### src/hw/rtl/ipv_pkg.sv
package ipv_pkg;

  localparam int unsigned CharW     = 8;
  localparam int unsigned VerdictW  = 2;
  localparam int unsigned DotW      = 3;
  localparam int unsigned ColonW    = 4;
  localparam int unsigned GrpValW   = 9;
  localparam int unsigned GrpLenW   = 3;
  localparam int unsigned ProdW     = 12;

  localparam logic [CharW-1:0]   CharDot    = 8'h2e;
  localparam logic [CharW-1:0]   CharColon  = 8'h3a;
  localparam logic [CharW-1:0]   CharZero   = 8'h30;
  localparam logic [CharW-1:0]   CharNine   = 8'h39;
  localparam logic [CharW-1:0]   CharLowA   = 8'h61;
  localparam logic [CharW-1:0]   CharLowF   = 8'h66;
  localparam logic [CharW-1:0]   CharUpA    = 8'h41;
  localparam logic [CharW-1:0]   CharUpF    = 8'h46;

  localparam logic [GrpValW-1:0] V4GroupMax = 9'd255;
  localparam logic [GrpValW-1:0] ValueSat   = 9'd256;
  localparam logic [GrpLenW-1:0] LengthSat  = 3'd5;
  localparam logic [GrpLenW-1:0] V6GroupMax = 3'd4;
  localparam logic [DotW-1:0]    V4Dots     = 3'd3;
  localparam logic [DotW-1:0]    DotSat     = 3'd7;
  localparam logic [ColonW-1:0]  V6Colons   = 4'd7;
  localparam logic [ColonW-1:0]  ColonSat   = 4'd15;

  typedef enum logic [VerdictW-1:0] {
    VERDICT_NONE = 2'd0,
    VERDICT_IPV4 = 2'd1,
    VERDICT_IPV6 = 2'd2
  } verdict_e;

  typedef struct packed {
    logic       is_dot;
    logic       is_colon;
    logic       is_dig;
    logic       is_hex;
    logic       is_zero;
    logic [3:0] digit;
  } char_class_t;

  function automatic logic v4_group_ok(logic [GrpLenW-1:0] len,
                                       logic [GrpValW-1:0] val,
                                       logic               starts_zero);
    return (len != '0) && (val <= V4GroupMax) && !(starts_zero && (len > 3'd1));
  endfunction

  function automatic logic v6_group_ok(logic [GrpLenW-1:0] len);
    return (len != '0) && (len <= V6GroupMax);
  endfunction

endpackage

### src/hw/rtl/ipv_char_class.sv
module ipv_char_class (
  input  logic [ipv_pkg::CharW-1:0] char_i,
  output ipv_pkg::char_class_t      class_o
);

  logic is_dig;
  logic is_alpha_hex;

  assign is_dig       = (char_i >= ipv_pkg::CharZero) && (char_i <= ipv_pkg::CharNine);
  assign is_alpha_hex = ((char_i >= ipv_pkg::CharLowA) && (char_i <= ipv_pkg::CharLowF)) ||
                        ((char_i >= ipv_pkg::CharUpA)  && (char_i <= ipv_pkg::CharUpF));

  always_comb begin
    class_o          = '0;
    class_o.is_dot   = (char_i == ipv_pkg::CharDot);
    class_o.is_colon = (char_i == ipv_pkg::CharColon);
    class_o.is_dig   = is_dig;
    class_o.is_hex   = is_dig || is_alpha_hex;
    class_o.is_zero  = (char_i == ipv_pkg::CharZero);
    class_o.digit    = char_i[3:0];
  end

endmodule

### src/hw/rtl/ipv_track.sv
module ipv_track (
  input  logic                 clk_i,
  input  logic                 rst_ni,
  input  logic                 fire_i,
  input  logic                 last_i,
  input  ipv_pkg::char_class_t class_i,
  output ipv_pkg::verdict_e    verdict_o
);

  logic [ipv_pkg::DotW-1:0]    dot_cnt_q, dot_cnt_d;
  logic [ipv_pkg::ColonW-1:0]  colon_cnt_q, colon_cnt_d;
  logic                        v4_ok_q, v4_ok_d;
  logic                        v6_ok_q, v6_ok_d;
  logic [ipv_pkg::GrpValW-1:0] grp_val_q, grp_val_d;
  logic [ipv_pkg::GrpLenW-1:0] grp_len_q, grp_len_d;
  logic                        grp_zero_q, grp_zero_d;
  logic [ipv_pkg::ProdW-1:0]   val_times10;
  logic                        v4_final;
  logic                        v6_final;

  // value * 10 + digit, as two shifts and adds
  assign val_times10 = {grp_val_q, 3'b000} + {2'b00, grp_val_q, 1'b0} +
                       {8'b0, class_i.digit};

  always_comb begin
    dot_cnt_d   = dot_cnt_q;
    colon_cnt_d = colon_cnt_q;
    v4_ok_d     = v4_ok_q;
    v6_ok_d     = v6_ok_q;
    grp_val_d   = grp_val_q;
    grp_len_d   = grp_len_q;
    grp_zero_d  = grp_zero_q;
    priority if (class_i.is_dot) begin
      v4_ok_d    = v4_ok_q && ipv_pkg::v4_group_ok(grp_len_q, grp_val_q, grp_zero_q);
      v6_ok_d    = 1'b0;
      if (dot_cnt_q < ipv_pkg::DotSat) dot_cnt_d = dot_cnt_q + 3'd1;
      grp_val_d  = '0;
      grp_len_d  = '0;
      grp_zero_d = 1'b0;
    end else if (class_i.is_colon) begin
      v6_ok_d    = v6_ok_q && ipv_pkg::v6_group_ok(grp_len_q);
      v4_ok_d    = 1'b0;
      if (colon_cnt_q < ipv_pkg::ColonSat) colon_cnt_d = colon_cnt_q + 4'd1;
      grp_val_d  = '0;
      grp_len_d  = '0;
      grp_zero_d = 1'b0;
    end else begin
      v4_ok_d = v4_ok_q && class_i.is_dig;
      v6_ok_d = v6_ok_q && class_i.is_hex;
      if (grp_len_q == '0) grp_zero_d = class_i.is_zero;
      if (grp_len_q < ipv_pkg::LengthSat) grp_len_d = grp_len_q + 3'd1;
      if (class_i.is_dig) begin
        grp_val_d = (val_times10 > {3'b000, ipv_pkg::ValueSat}) ? ipv_pkg::ValueSat
                                                                 : val_times10[8:0];
      end
    end
  end

  // verdict is taken from the state as it stands after this character
  assign v4_final = v4_ok_d && ipv_pkg::v4_group_ok(grp_len_d, grp_val_d, grp_zero_d) &&
                    (dot_cnt_d == ipv_pkg::V4Dots);
  assign v6_final = v6_ok_d && ipv_pkg::v6_group_ok(grp_len_d) &&
                    (colon_cnt_d == ipv_pkg::V6Colons);

  always_comb begin
    priority if (v4_final) begin
      verdict_o = ipv_pkg::VERDICT_IPV4;
    end else if (v6_final) begin
      verdict_o = ipv_pkg::VERDICT_IPV6;
    end else begin
      verdict_o = ipv_pkg::VERDICT_NONE;
    end
  end

  always_ff @(posedge clk_i or negedge rst_ni) begin
    if (!rst_ni) begin
      dot_cnt_q   <= '0;
      colon_cnt_q <= '0;
      v4_ok_q     <= 1'b1;
      v6_ok_q     <= 1'b1;
      grp_val_q   <= '0;
      grp_len_q   <= '0;
      grp_zero_q  <= 1'b0;
    end else if (fire_i) begin
      if (last_i) begin
        dot_cnt_q   <= '0;
        colon_cnt_q <= '0;
        v4_ok_q     <= 1'b1;
        v6_ok_q     <= 1'b1;
        grp_val_q   <= '0;
        grp_len_q   <= '0;
        grp_zero_q  <= 1'b0;
      end else begin
        dot_cnt_q   <= dot_cnt_d;
        colon_cnt_q <= colon_cnt_d;
        v4_ok_q     <= v4_ok_d;
        v6_ok_q     <= v6_ok_d;
        grp_val_q   <= grp_val_d;
        grp_len_q   <= grp_len_d;
        grp_zero_q  <= grp_zero_d;
      end
    end
  end

endmodule

### src/hw/rtl/ip_address_text_validator_core.sv
// Classifies an address string fed one character per item (is_last_i marks the final
// character) as IPv4 dotted decimal, IPv6 eight-group colon hex, or neither. One item is
// taken every cycle while no last character is held back; only the last character of a
// string produces a result item. Its verdict_o is registered: the character sits in the
// input register, then its verdict is loaded into the result register once that is free.
// Non-last characters never wait on the output side; a last character waits only while
// the result register holds an untaken verdict.
module ip_address_text_validator_core (
  input  logic       clk_i,
  input  logic       rst_ni,
  input  logic       in_valid_i,
  output logic       in_ready_o,
  input  logic [7:0] char_code_i,
  input  logic       is_last_i,
  output logic       out_valid_o,
  input  logic       out_ready_i,
  output logic [1:0] verdict_o
);

  logic                      in_valid_q;
  logic [ipv_pkg::CharW-1:0] char_q;
  logic                      last_q;
  logic                      out_free;
  logic                      fire;
  logic                      out_valid_q;
  ipv_pkg::verdict_e         verdict_q;
  ipv_pkg::verdict_e         verdict_d;
  ipv_pkg::char_class_t      char_class;

  assign out_free   = !out_valid_q || out_ready_i;
  // a non-last item updates state only, so it moves on even when the output is full
  assign fire       = in_valid_q && (!last_q || out_free);
  assign in_ready_o = !in_valid_q || fire;

  always_ff @(posedge clk_i or negedge rst_ni) begin
    if (!rst_ni) begin
      in_valid_q <= 1'b0;
    end else if (in_ready_o) begin
      in_valid_q <= in_valid_i;
    end
  end

  always_ff @(posedge clk_i) begin
    if (in_valid_i && in_ready_o) begin
      char_q <= char_code_i;
      last_q <= is_last_i;
    end
  end

  ipv_char_class u_class (
    .char_i  (char_q),
    .class_o (char_class)
  );

  ipv_track u_track (
    .clk_i     (clk_i),
    .rst_ni    (rst_ni),
    .fire_i    (fire),
    .last_i    (last_q),
    .class_i   (char_class),
    .verdict_o (verdict_d)
  );

  always_ff @(posedge clk_i or negedge rst_ni) begin
    if (!rst_ni) begin
      out_valid_q <= 1'b0;
    end else if (out_free) begin
      out_valid_q <= fire && last_q;
    end
  end

  always_ff @(posedge clk_i) begin
    if (out_free && fire && last_q) begin
      verdict_q <= verdict_d;
    end
  end

  assign out_valid_o = out_valid_q;
  assign verdict_o   = verdict_q;

endmodule

### config.mk
export PLATFORM = sky130hd
export DESIGN_NAME = ip_address_text_validator_core
export DESIGN_NICKNAME = d
export VERILOG_FILES = /design/src/hw/rtl/ipv_pkg.sv /design/src/hw/rtl/ipv_char_class.sv /design/src/hw/rtl/ipv_track.sv /design/src/hw/rtl/ip_address_text_validator_core.sv
export SDC_FILE = /design/constraint.sdc
export NUM_CORES = 1
export LEC_CHECK = 0
export ABC_CLOCK_PERIOD_IN_PS = 5630
export BUFFER_PORTS_ARGS = -buffer_cell sky130_fd_sc_hd__buf_2
export CORE_MARGIN = 1.5
export CORE_UTILIZATION = 60
export CTS_CLUSTER_DIAMETER = 200
export DETAILED_ROUTE_END_ITERATION = 7
export PLACE_DENSITY = 0.84
export RECOVER_POWER = 25
export SYNTH_ARGS = -nofsm -noshare
export SYNTH_HDL_FRONTEND = slang
export SYNTH_SLANG_ARGS = --single-unit
### constraint.sdc
create_clock -name clk_i -period 5.63 [get_ports clk_i]
set_input_delay 0.2815 -clock clk_i [delete_from_list [all_inputs] [get_ports clk_i]]
set_output_delay 0.2815 -clock clk_i [all_outputs]
set_load 0.02 [all_outputs]
Yosys cells after proc, flatten, opt, wreduce, memory -nomap -nowiden
Index checks and enable logic that the tools add are counted.
- add/subtract/negate cells: 5
- order comparisons: 16
- eq/ne operators: 5
- multiplexer cells: 27
- reductions and logical operators: 37
- operators with widths (operator ; count):
    $mux W9 ; 5
    $eq A8 B6 Y1 const B ; 3
    $logic_and A1 B1 Y1 ; 24
    $mux W3 ; 7
    $le A9 B8 Y1 const B ; 2
    $ge A8 B7 Y1 const B ; 2
    $le A8 B7 Y1 const B ; 2
    $mux W4 ; 4
    $add A12 B10 Y12 ; 1
    $add A12 B4 Y12 ; 1
    $gt A12 B9 Y1 const B ; 1
    $mux W1 ; 10
    $ge A8 B6 Y1 const B ; 1
    $le A8 B6 Y1 const B ; 1
    $add A3 B1 Y3 const B ; 2
    $gt A3 B1 Y1 const B ; 2
    $le A3 B3 Y1 const B ; 2
    $lt A3 B3 Y1 const B ; 2
    $reduce_bool A3 Y1 ; 2
    $logic_not A1 Y1 ; 5
    $logic_or A1 B1 Y1 ; 5
    $add A4 B1 Y4 const B ; 1
    $eq A4 B3 Y1 const B ; 1
    $lt A4 B4 Y1 const B ; 1
    3 further kinds ; 3
- register bits after elaboration: 35
- input port bits: 13
- output and inout bits: 4
- word-level logic and storage cells: 102

Depth between registers and ports, before layout
Gate-level depths: netlist of run 1.
- word-level depth: 12
- mapped depth: 11
- depth with buffers taken out: 11

Hierarchy
Synthesis of run 1 repeated with hierarchy kept, for this count alone.
- cells, all modules: 262
- area, all modules: 2546.2 sq um
- modules (own cells, without submodules) (module ; times used ; cells each ; area an instance (sq um) ; sequential area each (sq um)):
    ipv_track ; 1 ; 222 ; 1981.9 ; 553.0
    ip_address_text_validator_core ; 1 ; 21 ; 436.7 ; 380.4
    ipv_char_class ; 1 ; 19 ; 127.6 ; 0.0

Worst setup path before layout of run 1
OpenSTA, ideal clock, no wires.
- path kind: reg2reg
- start point: reg char_q[3] (netlist name)
- end point: reg verdict_q[1] (netlist: verdict_o[1]) (data pin)
- library setup time: 0.257 ns
- arrival time: 2.568 ns
- required time: 5.373 ns
- path slack: 2.805 ns
- cell stages (with the launch flop): 11
- path buffers: 0
- clock period less this slack: 2.825 ns
- cells stage by stage: edfxtp_1 inv_1 fa_1 fa_1 nand2b_1 a211oi_1 mux2i_1 a211oi_2 nand4_1 a21oi_2 nor3_1
- word-level cells in the longest chain between the ends: 11
- elaborated cells on any way between the ends: 50
- classes of those cells: add/sub: 1; order compare: 10; eq/ne: 5; mux: 17; reduce/logical: 17
- RTL lines (what ; line ; RTL):
    start: declaration ; ip_address_text_validator_core.sv:21 ; logic [ipv_pkg::CharW-1:0] char_q;
    start signal: assignment ; ip_address_text_validator_core.sv:45 ; char_q <= char_code_i;
    $add A12 B4 Y12 ; ipv_track.sv:22 ; assign val_times10 = {grp_val_q, 3'b000} + {2'b00, grp_val_q, 1'b0} +
    $gt A12 B9 Y1 ; ipv_track.sv:53 ; grp_val_d = (val_times10 > {3'b000, ipv_pkg::ValueSat}) ? ipv_pkg::ValueSat
    $mux W9 ; ipv_track.sv:53 ;
    $mux W9 ; ipv_track.sv:52 ; if (class_i.is_dig) begin
    $mux W9 ; ipv_track.sv:40 ; end else if (class_i.is_colon) begin
    $mux W9 ; ipv_track.sv:33 ; priority if (class_i.is_dot) begin
    $le A9 B8 Y1 ; ipv_pkg.sv:47 ; return (len != '0) && (val <= V4GroupMax) && !(starts_zero && (len > 3'd1));
    $logic_and A1 B1 Y1 (2 in series) ; ipv_pkg.sv:47 ;
    $logic_and A1 B1 Y1 ; ipv_track.sv:60 ; assign v4_final = v4_ok_d && ipv_pkg::v4_group_ok(grp_len_d, grp_val_d, grp_zero_d) &&
    $logic_and A1 B1 Y1 (*) ; ipv_track.sv:60 ;
    net u_track.v4_final ; ipv_track.sv:18 ; logic v4_final;
    end signal: assignment ; ip_address_text_validator_core.sv:74 ; verdict_q <= verdict_d;
    end: declaration ; ip_address_text_validator_core.sv:26 ; ipv_pkg::verdict_e verdict_q;
The timed path passes the listed nets; every way through them passes the cells marked *.
A chain may end at the register's enable or synchronous reset.

Worst setup path after layout of run 1
Same ends and word-level chain as after synthesis.

==> impl_metrics.toml, run 1 <==
[synth]
synth_edf_count = 11
synthesis.area_sq_mm = 0.00254
syn_avg_cell_area_sq_um = 9.56
ys_warn_count = 0
synth_ff_type = "dfrtp_1"
synthCells = 266
yosysUniqueCellTypes = 61
synth-seq-cells = 35
syn-num-nets = 305
ys_seq_area_share_pct = 36.7
async_flop_share_pct = 68.6

[place]
port_buffers = 16
dpl.hpwl_microns = 3690
gp_congestion = 0.829

[die]
die_w_microns = 68.1
ios = 17
start_util_pct = 63.1
die_height_microns = 68.1
dieArea_sq_mm = 0.00464
num_rows = 23
coreArea_sq_mm = 0.00403

[clocking]
hold_buffers = 0
cts.clk_slew.worst_paths_ps = 70
ctsHtreeMaxLevel = 2
cts_made_buffers = 5
worst_skew_pair.late_latency_ps = 290
cts_tree = "yes"
cts.sinks = 35
cts_resized = 0
cts_setup_buffers = 0
clockBufferDepth = 2
clockRootBuffer = "clkbuf_8"

[power_and_ir_drop]
p_switching_uw = 183
pwr-share-seq_pct = 47.2
switching_share_pct = 28.0
vdd_ir_drop_max_mv = 0.173
p_leak_uw = 0.00126
intPower_uw = 469
comb_power_share_pct = 18.9
power_frac_clock_pct = 33.9
power.density_mw_per_mm2 = 236

[timing]
finalMaxSlewViolations = 0
worst_pin_slew_ps = 1370
hold_viol = 0
clock-skew-final_ps = 6.17
setup_viol = 0
slew_headroom_pct = 8.77
timing.final.crit_share_pct = 55.2
grt_setup_unrepaired = "no"
fmax_mhz = 322
fin_crit_ps = 3110
fin_tns_setup_ps = 0

[layout]
fillCellCount = 307
syn_to_final_growth_pct = 8.61
final_nets = 322
final_util_pct = 68.5
layout-drive-gt1-share_pct = 15.1
diodes = 0

[run_status]
outcome = "finished clean"

[global_routing]
grt_pass1_vias = 1896
grt_first_pass_wirelength_microns = 8290
grt_overflow_total = 0
track_usage_pct = 23.8
antenna_found_initial = 0
grt_max_degree = 25

[drt]
wl_met2_microns = 2290
drt-pass1-iter-count = 5
first_iter_violations = 177
final_antenna_net_count = 0
drcViolationCount = 0
wl_per_cell_microns = 14.9
avgViaCountPerCell = 6.33
routed.top_layer = "met4"
wirelength_microns = 4980
wl_met1_microns = 2320
vias = 2114
wl_met3_microns = 322

[critical_path]
critPathKind = "reg -> reg"
crit_arrival_ps = 3150
cp-end-kind = "flop"
crit_required_ps = 5670
startpoint_type = "flop"
worstPathMaxFanout = 5

[flow_run]
cap_violations = 0

[min_path]
hp-class = "in -> reg"
## power by group through the flow
stage / Clock (uW) / Sequential (uW) / Combinational, uW
after detailed placement: 0 / 312 / 121
after global placement: 0 / 312 / 118
after floorplan: 0 / 307 / 90.4
after CTS: 223 / 307 / 122
after global routing: 231 / 311 / 139
final: 221 / 308 / 123
## path summary, 6_finish.rpt
kind                                      start                      to  slack, ps  cells past startpoint
worst min register to register  u_track.v6_ok_q         u_track.v6_ok_q        470                      2
max in group asynchronous                rst_ni  u_track.colon_cnt_q[3]       4540                      1
worst max register to register        char_q[3]            verdict_o[1]       2520                     10
min in group asynchronous                rst_ni  u_track.colon_cnt_q[1]        290                      1
worst min-delay path             char_code_i[6]               char_q[6]        160                      1
worst max-delay path                  char_q[3]            verdict_o[1]       2520                     10
## cells by family after synthesis
logic type	synth area share, %
adders and majority gates	13.4
and+or+nand+nor	19.4
AOI/OAI and AO/OA	24.1
muxes	1.23
DFF	36.7
buffers and inverters	3.79
xor gates and xnor gates	1.38
## placed cells by master (no fill, tap or decap), types with 3 or more instances in the layout
master     n
buf_2     15
nor2_1    13
and2_1     7
nand4_1    3
a41oi_1    3
nand2_1   28
a32o_2     5
clkbuf_1   3
a21oi_2    3
nor3_1     4
edfxtp_1  11
a21oi_1   16
a21o_1     3
o22ai_1    3
ha_1      24
clkbuf_8   5
nor2b_1    4
dfrtp_1   22
inv_1     18
nand3_1   10
a31oi_1    6
a32o_1     4
nand2b_1   5
a211oi_1   4
o21ai_0   14
and3_1     4
## cells in the mapped netlist (all sizes together) (4+ instances only)
library cell	count	area share, %
a211oi	5	1.7
a21oi	20	4.8
a31oi	6	1.5
a32o	9	3.8
and2	7	1.7
and3	4	0.98
dfrtp	22	22
edfxtp	11	13
ha	24	12
inv	18	2.7
nand2	28	4.1
nand2b	5	1.2
nand3	11	2.4
nor2	15	2.6
nor2b	4	0.98
nor3	4	0.79
o21ai	16	3.1
## worst max-delay path, stage by stage (launching register included)
cell      delay (ps)
edfxtp_1         410
inv_1            110
fa_1             530
fa_1             460
nand2b_1         200
a211oi_1         290
mux2i_1          130
a211oi_2         290
nand4_1          190
a21oi_2          200
nor3_1            60
## per-stage QoR
stage,power (uW),hold slack (ps),setup slack (ps),instances,area (sq um)
2_1_floorplan,397,-14.1,2800,266,2540
3_3_place_gp,430,305,2650,326,2660
3_5_place_dp,433,315,2550,326,2660
4_1_cts,652,9.51,2520,334,2760
5_1_grt,681,160,2330,334,2760
6_report,652,162,2520,334,2760
## layer usage
metal  global-route usage (%)  up-vias
met5                        0        -
met4                     5.25        0
met3                     4.77        7
met2                     37.7       87
met1                     33.7      990
li1                         -     1030
## sequential cells by signal, summed over array words and instances, names as in the netlist, 2 cells and up
| register | flops |
|---|---|
| char_q | 8 |
| u_track.colon_cnt_q | 4 |
| u_track.grp_val_q | 9 |
| u_track.grp_len_q | 3 |
| u_track.dot_cnt_q | 3 |
| verdict_o | 2 |
## cell type report
type	instances	area [sq um]	area share, %
multi-input combinational	207	1510	54.8
sequential	35	933	33.8
timing repair buffer	16	78.8	2.85
clock buffer	7	76.3	2.76
inverter	18	67.6	2.45
tap	50	62.6	2.27
clock inverter	1	30.0	1.09
Power figures use the tool's default switching activity.
==> run 2, diff against run 1 <==
--- a/config.mk
+++ b/config.mk
@@ -5,13 +5,13 @@
 export SDC_FILE = /design/constraint.sdc
 export NUM_CORES = 1
 export LEC_CHECK = 0
-export ABC_CLOCK_PERIOD_IN_PS = 5630
+export ABC_CLOCK_PERIOD_IN_PS = 2700
 export BUFFER_PORTS_ARGS = -buffer_cell sky130_fd_sc_hd__buf_2
 export CORE_MARGIN = 1.5
-export CORE_UTILIZATION = 60
+export CORE_UTILIZATION = 55
 export CTS_CLUSTER_DIAMETER = 200
 export DETAILED_ROUTE_END_ITERATION = 7
-export PLACE_DENSITY = 0.84
+export PLACE_DENSITY = 0.81
 export RECOVER_POWER = 25
 export SYNTH_ARGS = -nofsm -noshare
 export SYNTH_HDL_FRONTEND = slang
==> constraint.sdc (replaced) <==
create_clock -name clk_i -period 2.7 [get_ports clk_i]
set_input_delay 0.135 -clock clk_i [delete_from_list [all_inputs] [get_ports clk_i]]
set_output_delay 0.135 -clock clk_i [all_outputs]
set_load 0.02 [all_outputs]
==> run 2 against run 1 <==
  * The flow now finishes with violations (setup timing)
  * Final area up 9.3%
  * Largest cell class unchanged
  * Cell count increased by 8.4%
  * Critical path type unchanged
  * Sequential power up 110%
  * Global-route usage grew 1.2 points
  * Hold slack lost 160 ps
  * Critical endpoint is now u_track.grp_val_q[2]
  * Highest routed layer unchanged
  * Largest power group unchanged
==> impl_metrics.toml, run 2 (synthesized netlist as in run 1, its figures left out) <==
[die]
start_util_pct = 57.6
dieArea_sq_mm = 0.00504
die_height_microns = 71.0
coreArea_sq_mm = 0.00441
die_w_microns = 71.0
num_rows = 24
ios = 17

[global_routing]
track_usage_pct = 25.0
grt_overflow_total = 0
grt_pass1_vias = 2166
grt_max_degree = 25
grt_first_pass_wirelength_microns = 9930
antenna_found_initial = 0

[place]
dpl.hpwl_microns = 4040
place_inst = 348
gp_congestion = 0.860
placed_cell_area_sq_mm = 0.00283
port_buffers = 16

[critical_path]
crit_required_ps = 2930
path_buf_inv = 2
startpoint = "char_q[3]"
worstPathMaxFanout = 5
crit_slowest_cell = "fa_2"
crit_arrival_ps = 3140
cp_slowest_stage_delay_ps = 590
cp-end-kind = "flop"
crit_chain = "inv_2 > fa_2 > fa_2 > inv_2 > or4_1 > or4_4 > o21bai_4 > a32o_2"
critPathTopFamily = "adder cells"
critPathKind = "reg -> reg"
reg2reg_from = "char_q[3]"
startpoint_type = "flop"

[drt]
final_antenna_net_count = 0
drt-pass1-iter-count = 4
first_iter_violations = 169
wirelength_microns = 5770
vias = 2207
drcViolationCount = 0
avgViaCountPerCell = 6.10
wl_per_cell_microns = 15.9

[timing]
finalMaxSlewViolations = 0
worst_slack_ps = -211
fin_tns_setup_ps = -1700
hold_viol = 0
slew_headroom_pct = 11.5
setup_viol = 10
clock-skew-final_ps = 7.25
timing.final.crit_share_pct = 108
fmax_mhz = 343
worst_pin_slew_ps = 1330
fin_hold_ws_ps = 6.63
fin_crit_ps = 2910
grt_setup_unrepaired = "yes"

[power_and_ir_drop]
comb_power_share_pct = 21.8
power.density_mw_per_mm2 = 439
p_switching_uw = 400
switching_share_pct = 30.2
vdd_ir_drop_max_mv = 0.432
power_frac_clock_pct = 30.0
intPower_uw = 924
p_leak_uw = 0.00138
pwr-share-seq_pct = 48.2

[layout]
final_nets = 348
syn_to_final_growth_pct = 18.7
reg_top3 = "u_track.grp_val_q: 9 flops, char_q: 8 flops, u_track.colon_cnt_q: 4 flops"
final_util_pct = 68.4
mostFrequentLayoutCell = "nand2_1"
fillCellCount = 324
diodes = 0
final_area_sq_mm = 0.00302
most-common-layout-cells = "28 x nand2_1, 24 x buf_4, 23 x ha_1, 22 x dfrtp_1, 15 x a21oi_1"
largest_reg_flops = 9
largest-register = "u_track.grp_val_q"
layout-drive-gt1-share_pct = 25.8
final_cells = 362

[flow_run]
cap_violations = 0

[clocking]
clockRootBuffer = "clkbuf_8"
ctsHtreeMaxLevel = 2
clockBufferDepth = 2
cts_made_buffers = 5
cts.clk_slew.worst_paths_ps = 70
cts_tree = "yes"
cts.sinks = 35
worst_skew_pair.late_latency_ps = 300

[run_status]
violations = "setup timing"
outcome = "finished, violations left"

[min_path]
hp-class = "in -> reg"
timing.hold.worst.start = "char_code_i[4]"
run 2: power by group through the flow:
stage | registers (uW) | clock network [uW] | logic, uW
detailed placement | 647 | 0 | 270
CTS | 638 | 401 | 275
global placement | 647 | 0 | 260
finish | 638 | 397 | 289
floorplan | 640 | 0 | 190
global route | 646 | 416 | 329
run 2: per-stage QoR:
step	total power [uW]	worst slack (ps)
6_report	1320	-211
5_1_grt	1390	-271
4_1_cts	1310	-159
3_5_place_dp	917	-209
3_3_place_gp	906	-130
2_1_floorplan	830	-58.4
run 2: final timing paths:
path / end / slack [ps] / cells after the start
setup / recovery: u_track.grp_val_q[2] / -210 / 8
hold / removal: char_q[4] / 7 / 1
setup reg to reg: u_track.grp_val_q[2] / -210 / 8
hold reg to reg: u_track.v6_ok_q / 470 / 2
max in group asynchronous: u_track.grp_val_q[4] / 1260 / 2
min in group asynchronous: u_track.grp_val_q[8] / 660 / 2
run 2: final cells by class:
cell class | count | area [sq um] | area share [%]
multi-input cells | 207 | 1580 | 52.5
inverters | 18 | 67.6 | 2.24
well taps | 52 | 65.1 | 2.16
repair buffers | 42 | 278 | 9.20
clock buffers | 7 | 86.3 | 2.86
clock inverters | 1 | 3.75 | 0.124
flip-flops and latches | 35 | 933 | 30.9
run 2: worst reg2reg max path, delay by kind of cell, from the launching register on:
kind | cells | cell delay (ps)
AO/OA/AOI/OAI | 2 | 450
adder cells (fa/ha/maj) | 2 | 1060
buffers and inverters | 2 | 120
flip-flops | 1 | 400
AND/OR/NAND/NOR | 2 | 840
run 2: what timing repair did:
action | 4_1_cts | 5_1_grt
setup endpoints to repair | 11 | 11
setup buffers | 3 | 1
gates resized for setup | 3 | 9
hold endpoints to repair | 22 | 1
pin swaps | 10 | 6
hold buffers | 1 | 1
run 2: metal layers:
metal	wire (microns)	vias to the layer above	global-route usage, %
met2	2710	48	41.0
met4	72	0	7.13
li1	-	1082	-
met1	2750	1070	33.9
met5	0	-	0
met3	238	7	5.13
==> run 3, diff against run 2 <==
--- a/config.mk
+++ b/config.mk
@@ -5,13 +5,14 @@
 export SDC_FILE = /design/constraint.sdc
 export NUM_CORES = 1
 export LEC_CHECK = 0
-export ABC_CLOCK_PERIOD_IN_PS = 2700
+export ABC_CLOCK_PERIOD_IN_PS = 3000
 export BUFFER_PORTS_ARGS = -buffer_cell sky130_fd_sc_hd__buf_2
 export CORE_MARGIN = 1.5
-export CORE_UTILIZATION = 55
+export CORE_UTILIZATION = 60
+export CTS_BUF_LIST = sky130_fd_sc_hd__clkbuf_2
 export CTS_CLUSTER_DIAMETER = 200
 export DETAILED_ROUTE_END_ITERATION = 7
-export PLACE_DENSITY = 0.81
+export PLACE_DENSITY = 0.84
 export RECOVER_POWER = 25
 export SYNTH_ARGS = -nofsm -noshare
 export SYNTH_HDL_FRONTEND = slang
==> constraint.sdc (replaced) <==
create_clock -name clk_i -period 3 [get_ports clk_i]
set_input_delay 0.15 -clock clk_i [delete_from_list [all_inputs] [get_ports clk_i]]
set_output_delay 0.15 -clock clk_i [all_outputs]
set_load 0.02 [all_outputs]
==> run 3 against run 2 <==
  * The flow now finishes without violations
  * Die area down 8.0%
  * Largest power group unchanged
  * Register-to-register slack better by 240 ps
  * Non-clock buffer count did not move
  * Maximum frequency fell by 1.9%
  * Sequential cell count unchanged
  * Via count is 3.5% higher
  * Hold slack better by 74 ps
  * Clock-buffer cell count is the same
  * Routed wire length up 8.7%
==> impl_metrics.toml, run 3 (synthesized netlist as in run 1, its figures left out) <==
[timing]
fin_crit_ps = 2970
fin_hold_ws_ps = 80.6
hold_viol = 0
clock-skew-final_ps = 5.09
fmax_mhz = 337
timing.final.crit_share_pct = 98.9
slew_headroom_pct = 8.11
grt_setup_unrepaired = "yes"
worst_pin_slew_ps = 1380
setup_viol = 0
finalMaxSlewViolations = 0

[drt]
first_iter_violations = 286
drt-pass1-iter-count = 5
vias = 2284
avgViaCountPerCell = 6.34
wirelength_microns = 6270
wl_per_cell_microns = 17.4
final_antenna_net_count = 0
drcViolationCount = 0

[clocking]
cts_tree = "yes"
worst_skew_pair.late_latency_ps = 370
cts.sinks = 35
clockBufferDepth = 2
cts.clk_slew.worst_paths_ps = 180
ctsHtreeMaxLevel = 2
clockRootBuffer = "clkbuf_2"
cts_made_buffers = 5

[place]
dpl.hpwl_microns = 4030
gp_congestion = 0.877
port_buffers = 16

[global_routing]
track_usage_pct = 28.7
grt_max_degree = 25
grt_overflow_total = 0
grt_pass1_vias = 2153
grt_first_pass_wirelength_microns = 9940
antenna_found_initial = 0

[critical_path]
r2r_cells = 11
crit_required_ps = 3320
cp_slowest_stage_delay_ps = 560
crit_arrival_ps = 3290
path_common_cell = "inv_1"
worstPathMaxFanout = 5
startpoint_type = "flop"
critPathKind = "reg -> reg"
cp-end-kind = "flop"
crit_slowest_cell = "or4_4"
crit_chain = "inv_1 > fa_1 > inv_1 > ha_2 > nand3_2 > a21oi_4 > nor2_2 > xnor2_1 > or4_4 > o21bai_4 > a32o_2"

[layout]
mostFrequentLayoutCell = "nand2_1"
layout-drive-gt1-share_pct = 22.3
reg_top3 = "u_track.grp_val_q: 9 flops, char_q: 8 flops, u_track.colon_cnt_q: 4 flops"
final_nets = 348
fillCellCount = 274
largest_reg_flops = 9
syn_to_final_growth_pct = 16.5
multi_input_comb_area_sq_mm = 0.00156
largest-register = "u_track.grp_val_q"
most-common-layout-cells = "28 x nand2_1, 22 x dfrtp_1, 21 x ha_1, 17 x inv_1"
diodes = 0
regArea_sq_um = 933

[die]
die_height_microns = 68.1
start_util_pct = 63.1
num_rows = 23
coreArea_sq_mm = 0.00403
ios = 17
die_w_microns = 68.1
dieArea_sq_mm = 0.00464

[run_status]
outcome = "finished clean"

[min_path]
hp-class = "in -> reg"
hold_depth = 3

[power_and_ir_drop]
p_leak_uw = 0.00136
power.density_mw_per_mm2 = 359
vdd_ir_drop_max_mv = 0.267
power_uw = 1060

[flow_run]
cap_violations = 0
run 3: changes by cell type in the layout (fill, tap and decap cells not counted), sizes merged:
cell / previous run / this run
buf: 38 / 29
dlygate4sd3: 2 / 11
run 3: final cells by class:
| class | count | share of cell area [%] |
|---|---|---|
| clock buffer | 7 | 1.18 |
| inverter | 18 | 2.28 |
| tap | 50 | 2.11 |
| multi-input combinational | 207 | 52.6 |
| sequential | 35 | 31.5 |
| timing repair buffer | 42 | 10.1 |
| clock inverter | 1 | 0.169 |
run 3: repair_timing:
| item | in CTS | in global routing |
|---|---|---|
| hold buffers | 11 | 0 |
| gates resized for setup | 1 | 10 |
| setup endpoints to repair | 1 | 10 |
| pin swaps | 0 | 11 |
| hold endpoints to repair | 32 | 0 |
| setup buffers | 0 | 9 |
run 3: power by group:
part	internal, uW	total, uW	switching, uW
Sequential	531	576	44.4
Clock	63.8	221	157
Combinational	121	266	145
run 3: worst paths after layout:
kind | startpoint | to | slack [ps]
worst min-delay path | out_ready_i | out_valid_o | 80
min in group asynchronous | rst_ni | u_track.grp_len_q[1] | 600
worst max register to register | u_track.grp_val_q[0] | u_track.grp_val_q[4] | 30
worst min register to register | u_track.v6_ok_q | u_track.v6_ok_q | 480
worst max-delay path | u_track.grp_val_q[0] | u_track.grp_val_q[4] | 30
max in group asynchronous | rst_ni | out_valid_o | 1600
run 3: critical path: cells and delay by family, from the launching register on:
kind / cells / cell delay (ps)
adder cells (fa/ha/maj): 2 / 860
XOR/XNOR: 1 / 150
flip-flops: 1 / 410
AO/OA/AOI/OAI: 3 / 620
buffers and inverters: 2 / 130
AND/OR/NAND/NOR: 3 / 760
run 3: metal layers:
layer / vias up / track usage, % / part of all wire (%)
met4: 0 / 7.50 / 2.4
met3: 19 / 6.74 / 6.6
met2: 100 / 47.6 / 49
li1: 1084 / - / -
met1: 1081 / 37.8 / 42
met5: - / 0 / 0
run 3: stage by stage:
stage	instances	setup TNS [ps]	utilization, %	worst slack, ps	area, sq um
2_1_floorplan	266	0	-	175	2540
3_3_place_gp	332	0	67.0	99.1	2700
3_5_place_dp	332	0	67.0	9.96	2700
4_1_cts	351	0	70.9	16.2	2860
5_1_grt	360	-492	73.5	-79.9	2960
6_report	360	0	73.5	31.8	2960
